[src/rtl/display_pixel_format_packer_defines.svh]
// assertion macros for the pixel format packer
`ifndef DISPLAY_PIXEL_FORMAT_PACKER_DEFINES_SVH
`define DISPLAY_PIXEL_FORMAT_PACKER_DEFINES_SVH

`ifndef ASSERT_OFF
`define DPFP_ASSERT_IMPL(label, clk, rst_n, pre, post, msg) \
    label: assert property (@(posedge clk) disable iff (!rst_n) (pre) |-> (post)) \
        else $error(msg);
`define DPFP_ASSERT_NEXT(label, clk, rst_n, pre, post, msg) \
    label: assert property (@(posedge clk) disable iff (!rst_n) (pre) |=> (post)) \
        else $error(msg);
`else
`define DPFP_ASSERT_IMPL(label, clk, rst_n, pre, post, msg)
`define DPFP_ASSERT_NEXT(label, clk, rst_n, pre, post, msg)
`endif

`endif

[src/rtl/dpfp_pkg.sv]
`default_nettype none
package dpfp_pkg;

    localparam logic [2:0] MODE_COPY    = 3'd0;
    localparam logic [2:0] MODE_SWAP16  = 3'd1;
    localparam logic [2:0] MODE_RGB444  = 3'd2;
    localparam logic [2:0] MODE_RGB332  = 3'd3;
    localparam logic [2:0] MODE_GRAY256 = 3'd4;
    localparam logic [2:0] MODE_GRAY16  = 3'd5;

    localparam logic [1:0] PHASE_FIRST  = 2'd0;
    localparam logic [1:0] PHASE_SECOND = 2'd1;
    localparam logic [1:0] PHASE_THIRD  = 2'd2;
    localparam logic [1:0] PHASE_FOURTH = 2'd3;

    // result bytes of one input word, first byte to send in the low bits
    typedef struct packed {
        logic [31:0] data;
        logic [2:0]  count;
        logic        last_stream;
    } t_conv_out;

    typedef struct packed {
        logic [1:0] phase;
        logic [7:0] held_byte;
        logic [3:0] held_blue;
    } t_pack_state;

    function automatic logic [15:0] gray16_pixel(input logic [3:0] nib);
        logic [5:0] g6;
        logic [4:0] g5;
        g6 = {nib, nib[3:2]};
        g5 = g6[5:1];
        return {g5, g6, g5};
    endfunction

endpackage
`default_nettype wire

[src/rtl/dpfp_convert.sv]
`default_nettype none
module dpfp_convert (
    input  wire logic              i_clk,
    input  wire logic              i_rst_n,
    input  wire logic              i_cfg_wen,
    input  wire logic [2:0]        i_cfg_wdata,
    input  wire logic              i_accept,
    input  wire logic [7:0]        i_data,
    input  wire logic              i_last,
    output dpfp_pkg::t_conv_out    o_conv
);

    logic [2:0]            r_mode;
    dpfp_pkg::t_pack_state r_state;
    dpfp_pkg::t_pack_state n_state;
    dpfp_pkg::t_conv_out   n_conv;

    logic [15:0] w_pix;
    logic [15:0] w_pix_lo;
    logic [3:0]  w_r;
    logic [3:0]  w_g;
    logic [3:0]  w_b;

    always_comb begin
        w_r = i_data[7:4];
        w_g = {i_data[2:0], r_state.held_byte[7]};
        w_b = r_state.held_byte[4:1];
        w_pix = 16'h0000;
        w_pix_lo = 16'h0000;
        n_state = r_state;
        n_conv.data = 32'h0000_0000;
        n_conv.count = 3'd0;
        n_conv.last_stream = i_last;
        case (r_mode)
            dpfp_pkg::MODE_SWAP16: begin
                if (r_state.phase == dpfp_pkg::PHASE_FIRST) begin
                    if (i_last) begin
                        n_conv.data = {16'h0000, i_data, 8'h00};
                        n_conv.count = 3'd2;
                    end else begin
                        n_state.held_byte = i_data;
                        n_state.phase = dpfp_pkg::PHASE_SECOND;
                    end
                end else begin
                    n_conv.data = {16'h0000, r_state.held_byte, i_data};
                    n_conv.count = 3'd2;
                    n_state.phase = dpfp_pkg::PHASE_FIRST;
                end
            end
            dpfp_pkg::MODE_RGB444: begin
                case (r_state.phase)
                    dpfp_pkg::PHASE_FIRST, dpfp_pkg::PHASE_THIRD: begin
                        if (i_last && r_state.phase == dpfp_pkg::PHASE_THIRD) begin
                            n_conv.data = {24'h000000, r_state.held_blue, 4'h0};
                            n_conv.count = 3'd1;
                        end
                        n_state.held_byte = i_data;
                        n_state.phase = r_state.phase + 2'd1;
                    end
                    dpfp_pkg::PHASE_SECOND: begin
                        n_state.held_blue = w_b;
                        n_state.phase = dpfp_pkg::PHASE_THIRD;
                        if (i_last) begin
                            n_conv.data = {16'h0000, w_b, 4'h0, w_r, w_g};
                            n_conv.count = 3'd2;
                        end else begin
                            n_conv.data = {24'h000000, w_r, w_g};
                            n_conv.count = 3'd1;
                        end
                    end
                    default: begin
                        n_conv.data = {16'h0000, w_g, w_b, r_state.held_blue, w_r};
                        n_conv.count = 3'd2;
                        n_state.phase = dpfp_pkg::PHASE_FIRST;
                    end
                endcase
            end
            dpfp_pkg::MODE_RGB332: begin
                w_pix = {i_data[7:5], i_data[7:6], i_data[4:2], i_data[4:2],
                         i_data[1:0], i_data[1:0], i_data[1]};
                n_conv.data = {16'h0000, w_pix[7:0], w_pix[15:8]};
                n_conv.count = 3'd2;
                n_state.phase = dpfp_pkg::PHASE_FIRST;
            end
            dpfp_pkg::MODE_GRAY256: begin
                w_pix = {i_data[7:3], i_data[7:2], i_data[7:3]};
                n_conv.data = {16'h0000, w_pix[7:0], w_pix[15:8]};
                n_conv.count = 3'd2;
                n_state.phase = dpfp_pkg::PHASE_FIRST;
            end
            dpfp_pkg::MODE_GRAY16: begin
                w_pix = dpfp_pkg::gray16_pixel(i_data[7:4]);
                w_pix_lo = dpfp_pkg::gray16_pixel(i_data[3:0]);
                n_conv.data = {w_pix_lo[7:0], w_pix_lo[15:8], w_pix[7:0], w_pix[15:8]};
                n_conv.count = 3'd4;
                n_state.phase = dpfp_pkg::PHASE_FIRST;
            end
            default: begin
                n_conv.data = {24'h000000, i_data};
                n_conv.count = 3'd1;
                n_state.phase = dpfp_pkg::PHASE_FIRST;
            end
        endcase
        if (i_last) begin
            n_state = '0;
        end
    end

    always_ff @(posedge i_clk) begin
        if (!i_rst_n) begin
            r_mode <= dpfp_pkg::MODE_COPY;
            r_state <= '0;
        end else if (i_cfg_wen) begin
            r_mode <= i_cfg_wdata;
            r_state <= '0;
        end else if (i_accept) begin
            r_state <= n_state;
        end
    end

    assign o_conv = n_conv;

endmodule
`default_nettype wire

[src/rtl/dpfp_serializer.sv]
`default_nettype none
module dpfp_serializer (
    input  wire logic              i_clk,
    input  wire logic              i_rst_n,
    input  wire logic              i_load,
    input  wire dpfp_pkg::t_conv_out i_conv,
    output logic                   o_free,
    output logic                   o_valid,
    input  wire logic              i_ready,
    output logic [7:0]             o_byte,
    output logic                   o_last_item,
    output logic                   o_last_stream
);

    logic [31:0] r_data;
    logic [2:0]  r_cnt;
    logic        r_last_stream;
    logic        w_take;

    assign w_take = o_valid && i_ready;
    assign o_valid = (r_cnt != 3'd0);
    assign o_free = (r_cnt == 3'd0) || (r_cnt == 3'd1 && i_ready);
    assign o_byte = r_data[7:0];
    assign o_last_item = (r_cnt == 3'd1);
    assign o_last_stream = (r_cnt == 3'd1) && r_last_stream;

    always_ff @(posedge i_clk) begin
        if (!i_rst_n) begin
            r_cnt <= 3'd0;
        end else if (i_load) begin
            r_cnt <= i_conv.count;
        end else if (w_take) begin
            r_cnt <= r_cnt - 3'd1;
        end
    end

    // payload, no reset
    always_ff @(posedge i_clk) begin
        if (i_load) begin
            r_data <= i_conv.data;
            r_last_stream <= i_conv.last_stream;
        end else if (w_take) begin
            r_data <= {8'h00, r_data[31:8]};
        end
    end

endmodule
`default_nettype wire

[src/rtl/display_pixel_format_packer.sv]
`default_nettype none
`include "display_pixel_format_packer_defines.svh"
// Display pixel format packer: converts a source pixel byte stream into display bytes
// per format_mode (0 copy, 1 swap16, 2 rgb565le to rgb444, 3 rgb332, 4 gray256,
// 5 gray16 to rgb565be; 6 and 7 copy). Each input word is converted combinationally
// into zero to four result bytes held in an output buffer, which sends one byte per
// cycle on the master side while tready is high; tlast marks the final byte of a
// transfer and tuser[0] the final byte caused by one input word. A new input word is
// taken in the cycle the buffer hands off its last byte. An item's byte count is one
// in copy mode, up to two in swap16, rgb444, rgb332 and gray256, four in gray16.
// The single byte-wide output lane sets the rate. Writing format_mode drops any held
// partial word or pixel pair; write it only while the block is idle.
module display_pixel_format_packer (
    input  wire logic        i_clk,
    input  wire logic        i_rst_n,
    input  wire logic        i_cfg_wen,
    input  wire logic [2:0]  i_cfg_wdata,
    input  wire logic        i_s_tvalid,
    output logic             o_s_tready,
    input  wire logic [7:0]  i_s_tdata,   // [7:0] data_byte
    input  wire logic        i_s_tlast,
    output logic             o_m_tvalid,
    input  wire logic        i_m_tready,
    output logic [7:0]       o_m_tdata,   // [7:0] out_byte
    output logic [0:0]       o_m_tuser,   // [0] last_of_item
    output logic             o_m_tlast
);

    dpfp_pkg::t_conv_out w_conv;
    logic                w_accept;
    logic                w_free;
    logic                w_last_item;

    assign w_accept = i_s_tvalid && w_free;
    assign o_s_tready = w_free;
    assign o_m_tuser = w_last_item;

    dpfp_convert u_convert (
        .i_clk       (i_clk),
        .i_rst_n     (i_rst_n),
        .i_cfg_wen   (i_cfg_wen),
        .i_cfg_wdata (i_cfg_wdata),
        .i_accept    (w_accept),
        .i_data      (i_s_tdata),
        .i_last      (i_s_tlast),
        .o_conv      (w_conv)
    );

    dpfp_serializer u_serializer (
        .i_clk         (i_clk),
        .i_rst_n       (i_rst_n),
        .i_load        (w_accept),
        .i_conv        (w_conv),
        .o_free        (w_free),
        .o_valid       (o_m_tvalid),
        .i_ready       (i_m_tready),
        .o_byte        (o_m_tdata),
        .o_last_item   (w_last_item),
        .o_last_stream (o_m_tlast)
    );

    `DPFP_ASSERT_IMPL(a_ready_when_empty, i_clk, i_rst_n, !o_m_tvalid, o_s_tready, "ready low with empty output buffer")
    `DPFP_ASSERT_IMPL(a_tlast_ends_item, i_clk, i_rst_n, o_m_tvalid && o_m_tlast, o_m_tuser[0], "tlast without last_of_item")
    `DPFP_ASSERT_NEXT(a_item_continues, i_clk, i_rst_n, o_m_tvalid && i_m_tready && !o_m_tuser[0], o_m_tvalid, "bytes of a word lost")

endmodule
`default_nettype wire

[config.mk]
export PLATFORM = sky130hd
export DESIGN_NAME = display_pixel_format_packer
export DESIGN_NICKNAME = d
export VERILOG_FILES = /design/src/rtl/dpfp_pkg.sv /design/src/rtl/dpfp_convert.sv /design/src/rtl/dpfp_serializer.sv /design/src/rtl/display_pixel_format_packer.sv
export VERILOG_INCLUDE_DIRS = /design/src /design/src/rtl
export SDC_FILE = /design/constraint.sdc
export NUM_CORES = 1
export LEC_CHECK = 0
export BUFFER_PORTS_ARGS = -buffer_cell sky130_fd_sc_hd__buf_2
export CAP_MARGIN = 20
export CORE_MARGIN = 2
export CORE_UTILIZATION = 49
export CTS_BUF_LIST = sky130_fd_sc_hd__clkbuf_4 sky130_fd_sc_hd__clkbuf_8 sky130_fd_sc_hd__clkbuf_16
export DETAILED_ROUTE_END_ITERATION = 10
export PLACE_DENSITY = 0.69
export SYNTH_ARGS = -nofsm -noshare
export SYNTH_HDL_FRONTEND = slang
export SYNTH_SLANG_ARGS = --single-unit
[constraint.sdc]
create_clock -name i_clk -period 4.61 [get_ports i_clk]
set_input_delay 0 -clock i_clk [delete_from_list [all_inputs] [get_ports i_clk]]
set_output_delay 0 -clock i_clk [all_outputs]
set_load 0.02 [all_outputs]
# ---- Word-level counts from Yosys, hierarchy flattened
# Cells that the tools add are included.
dict set report totals {
  reg_bits 53
  wordCells 56
}
dict set report classes {
  n_addsub 2
  n_eq_ne 10
  muxes 19
  n_bitwise 1
  n_reduce_logical 17
}
# cell count
set op_table {}
lappend op_table {{35-bit one-hot mux with 5 select lines} 1}
lappend op_table {{32-bit two-way mux} 2}
lappend op_table {{19-bit two-way mux} 2}
lappend op_table {{19-bit one-hot mux with 2 select lines} 1}
lappend op_table {{35-bit two-way mux} 1}
lappend op_table {{8-bit two-way mux} 2}
lappend op_table {{8-bit one-hot mux with 2 select lines} 1}
lappend op_table {{14-bit two-way mux} 1}
lappend op_table {{11-bit two-way mux} 1}
lappend op_table {{4-bit two-way mux} 2}
lappend op_table {{2-bit one-hot mux with 2 select lines} 2}
lappend op_table {{3-bit by 1-bit == test with 1-bit output, second input constant} 2}
lappend op_table {{3-bit by 2-bit == test with 1-bit output, second input constant} 2}
lappend op_table {{3-bit == test, second input constant} 2}
lappend op_table {{3-bit two-way mux} 2}
lappend op_table {{2-bit nonzero test} 3}
lappend op_table {{3-bit nonzero test} 2}
lappend op_table {{1-bit logical AND} 5}
lappend op_table {{4-bit AND reduction} 1}
lappend op_table {{2-bit OR reduction} 2}
lappend op_table {{3-bit zero test} 1}
lappend op_table {{3-bit by 2-bit inequality test with 1-bit output, second input constant} 1}
lappend op_table {{3-bit inequality test, second input constant} 1}
lappend op_table {{3-bit AND reduction} 1}
lappend op_table {{8 further kinds} 8}

# ---- Depth between registers and ports, before layout
dict set report logic_depth {
  word_depth 6
  mapped_depth 8
  depth_no_buf 7
}

# ---- Hierarchy
# From an unflattened synthesis, not the netlist that was laid out.
dict set report unflattened {
  hier_cells 326
  area_unflattened_um2 3333.2
}
# mod n_inst cells_per_inst area_per_inst_um2
set modules_own_cells {}
lappend modules_own_cells {dpfp_convert 1 218 1669.1}
lappend modules_own_cells {dpfp_serializer 1 107 1657.8}
lappend modules_own_cells {display_pixel_format_packer 1 1 6.3}

# ---- Worst setup path before layout
# No wires, ideal clock.
dict set report synth_timing {
  path_type {reg-to-reg}
  start {reg u_serializer.r_cnt[0]}
  end {reg u_serializer.r_cnt[1]}
  arrival_ns 1.891
  t_required_ns 4.498
  path_slack_ns 2.607
  path_stages_with_launch 8
  path_cell_list {dfxtp_1 > inv_1 > ha_1 > nor2b_1 > mux2i_4 > inv_2 > and3_1 > a2111oi_1}
}
dict set report synth_between {
  elab_chain_cells 5
}
# item line_no
set synth_rtl {}
lappend synth_rtl {{from (decl)} dpfp_serializer.sv:16} ;# logic [2:0] r_cnt;
lappend synth_rtl {{from (signal assigned)} dpfp_serializer.sv:31} ;# r_cnt <= i_conv.count;
lappend synth_rtl {{from (signal assigned)} dpfp_serializer.sv:33} ;# r_cnt <= r_cnt - 3'd1;
lappend synth_rtl {{parallel branches: the longest is 5 deep, another holds 3-bit by 1-bit subtractor with 3-bit output} n/a}
# Parallel ways; which one is timed is not known. The select of a mux whose other input is x is not followed.
# A chain may end at the register's enable or synchronous reset.

# ---- Final worst setup path
dict set report layout_timing {
  start {reg u_serializer.r_cnt[0]}
  end {reg u_serializer.r_data[6], data pin}
}
dict set report layout_between {
  elab_chain_cells 5
}
# item line_no
set layout_rtl {}
lappend layout_rtl {{3-bit by 1-bit == test with 1-bit output} dpfp_serializer.sv:22} ;# assign o_free = (r_cnt == 3'd0) || (r_cnt == 3'd1 && i_ready);
lappend layout_rtl {{1-bit logical AND} dpfp_serializer.sv:22}
lappend layout_rtl {{1-bit logical OR (*)} dpfp_serializer.sv:22}
lappend layout_rtl {{1-bit logical AND (*)} display_pixel_format_packer.sv:34} ;# assign w_accept = i_s_tvalid && w_free;
lappend layout_rtl {{32-bit two-way mux (*)} dpfp_serializer.sv:39} ;# if (i_load) begin
lappend layout_rtl {{to (signal assigned)} dpfp_serializer.sv:40} ;# r_data <= i_conv.data;
lappend layout_rtl {{to (signal assigned)} dpfp_serializer.sv:43} ;# r_data <= {8'h00, r_data[31:8]};
lappend layout_rtl {{to (decl)} dpfp_serializer.sv:15} ;# logic [31:0] r_data;
# Mark *: on every way between the ends. The rest lies on a longest branch, timed or not.

==> metrics <==
CP Capture Type register; met2 Resource Use GR 0.347; drt pass-1 iters 7; CTS sink count between 40 and 50; Clock Tree Root clkbuf_8; Crit path required time 4.68 ns; grt met3 use 0.0456; grt met1 use 0.322; setup TNS 0 ns; Initial Utilization 0.499; chip width just over 80 um; Net Count, Synth about 320; Synth Flop Type edfxtp_1; P per Cell Area about 510 mW/mm^2; drt wl/cell approximately 18 um; Reg clk slew, reported paths 0.10 ns; Slew Viols, Final 0; Syn Std Cell Area about 0.003 mm^2; YS warnings 0; # IOs 29; max frequency between 0.4 and 0.5 GHz; worst r2r path cells 7; Post-synth EDFFs 29; number of CTS-inserted buffers 5; LEAKAGE 0.00121 uW; overall die height around 80 um; core area around 0.0059 mm^2; Longest Clk Path Bufs 2; GRT Max-Usage Layer met2; Post-synth ARST share 0; die footprint ~0.0066 mm^2; post-synthesis instance total roughly 300; share of cells above drive strength 1 0.167; critical path startpoint category register; Routed Antenna Nets 0; Max IR drop VDD 0.321 mV; nets approximately 330; R2R setup slack between 2 and 2.5 ns; port buffer count 28; largest net degree at the start of global routing 31; final hold violation count 0; TritonCTS clock tree built; Synth cell types 60; Post-CTS Setup Bufs 0; Final Cycle Share 0.538; Ant. Diodes 0; GRT Residual Overflow 0; Area Overhead vs Synth 8.02%; most frequent cells in the layout nand2_1, edfxtp_1, buf_2; routability-driven placement congestion ratio 0.942; hold-critical path depth 3; most common cell after layout, fill and taps aside nand2_1; final WL 6.99 mm; CTS resizes 0; clk_skew around 0.0055 ns; synthesized area per cell 9.82 um^2; part of the Yosys area used for sequential elements 0.436; arrival time worst endpoint roughly 2.6 ns; via count ~2500; kind of critical path register to register; global-route wire length before repair 11.3 mm; initial antenna violation count 0; final setup fails 0; Rel. slew slack 0.313; GRT Overall Usage 0.227; # hold bufs at CTS 5; Max-Cap Viols 0; # rows 28; First DRT Iteration DRCs approximately 320; Worst-Skew Late Latency between 0.3 and 0.4 ns; Finished Layout Cells between 300 and 400; Vias per Instance 6.38; Hold Crit Class input pin to register; FF+latch count, synth between 40 and 50; status complete, no violations; DP HPWL 4.89 mm; drt drc 0; H-tree levels 2; placed cells 372; min cycle time layout about 2.5 ns; number of global-route vias before repair 2173; CP Max Fanout 27; unrepaired setup endpoints after global routing false; worst slew pin tran between 1 and 1.5 ns
==> layer usage <==
layer | routed length, um | part of all wire | vias to the layer above
met1 | 3120 | 0.45 | 1161
met2 | 3140 | 0.45 | 140
met3 | 564 | 0.081 | 22
li1 | - | - | 1141
met4 | 172 | 0.025 | 0
met5 | 0 | 0 | -
==> power by group <==
group	switching [uW]	total, uW	internal, uW	leakage, uW
registers	49.0	703	654	0.000455
clock network	159	325	166	0.0000591
logic	383	584	201	0.000693
total	591	1610	1020	0.00121
==> critical path, stage by stage, from the launching register on <==
cell and delay [ns]:
dfxtp_1 0.37, inv_1 0.09, ha_1 0.22, a21o_1 0.23, nand2_2 0.49, inv_2 0.31, o21a_1 0.22, a221o_1 0.31
==> cells by family after synthesis <==
kind of cell               Yosys count  share of synthesized area
adders and majority gates            7                     0.0300
DFF                                 49                      0.436
muxes                               12                     0.0463
and+or+nand+nor                    102                      0.193
AOI/OAI and AO/OA                   88                      0.222
buffers and inverters               39                     0.0729
==> metrics by stage <==
step / power (uW) / setup slack, ns / utilization / hold slack [ns] / cell area, um^2
floorplan: 1170 / 2.61 / - / 0.0989 / 2920
global placement: 1280 / 2.22 / 0.509 / 0.237 / 2980
detailed placement: 1290 / 2.18 / 0.509 / 0.244 / 2980
CTS: 1610 / 2.16 / 0.538 / 0.00344 / 3150
global route: 1700 / 2.02 / 0.539 / 0.0138 / 3150
finish: 1610 / 2.13 / 0.539 / 0.0114 / 3150
==> state kept, by name, indices dropped and copies added (netlist names) <==
signal	cells
u_serializer.r_cnt	3
u_convert.r_state	14
u_convert.r_mode	3
u_serializer.r_data	28
u_serializer.r_last_stream	1
==> worst paths after layout <==
kind	startpoint	endpoint
min reg2reg	u_convert.r_state[4]	u_convert.r_state[4]
min	i_cfg_wen	u_convert.r_mode[1]
max reg2reg	u_serializer.r_cnt[0]	u_serializer.r_data[6]
max	u_serializer.r_cnt[0]	u_serializer.r_data[6]
==> synth_stat cells, types with 3 or more instances <==
cell / instances / area [um^2]
a22o_1: 19 / 166
clkbuf_1: 4 / 15.0
a41oi_1: 4 / 35.0
a21o_1: 4 / 30.0
ha_1: 7 / 87.6
nand4_1: 4 / 25.0
buf_2: 11 / 55.1
nor2b_1: 5 / 31.3
nand2_1: 34 / 128
nand3_1: 12 / 60.1
nand2b_1: 6 / 37.5
dfxtp_1: 20 / 400
a21oi_1: 15 / 75.1
and2_1: 3 / 18.8
a31oi_1: 10 / 62.6
nor2_1: 14 / 52.6
edfxtp_1: 29 / 871
inv_1: 9 / 33.8
o2111ai_1: 3 / 26.3
buf_4: 12 / 90.1
a221o_1: 3 / 30.0
mux2i_1: 9 / 90.1
o21ai_0: 9 / 45.0
and3_1: 5 / 31.3
==> final cells by class <==
cell class / instances / area [um^2]
Clock buffer: 5 / 68.8
Tap cell: 75 / 93.8
Inverter: 11 / 41.3
Fill cell: 517 / 2700
Multi-Input combinational cell: 209 / 1430
Timing Repair Buffer: 34 / 195
Sequential cell: 49 / 1270
Clock inverter: 3 / 47.5
Power figures use the tool's default switching activity.
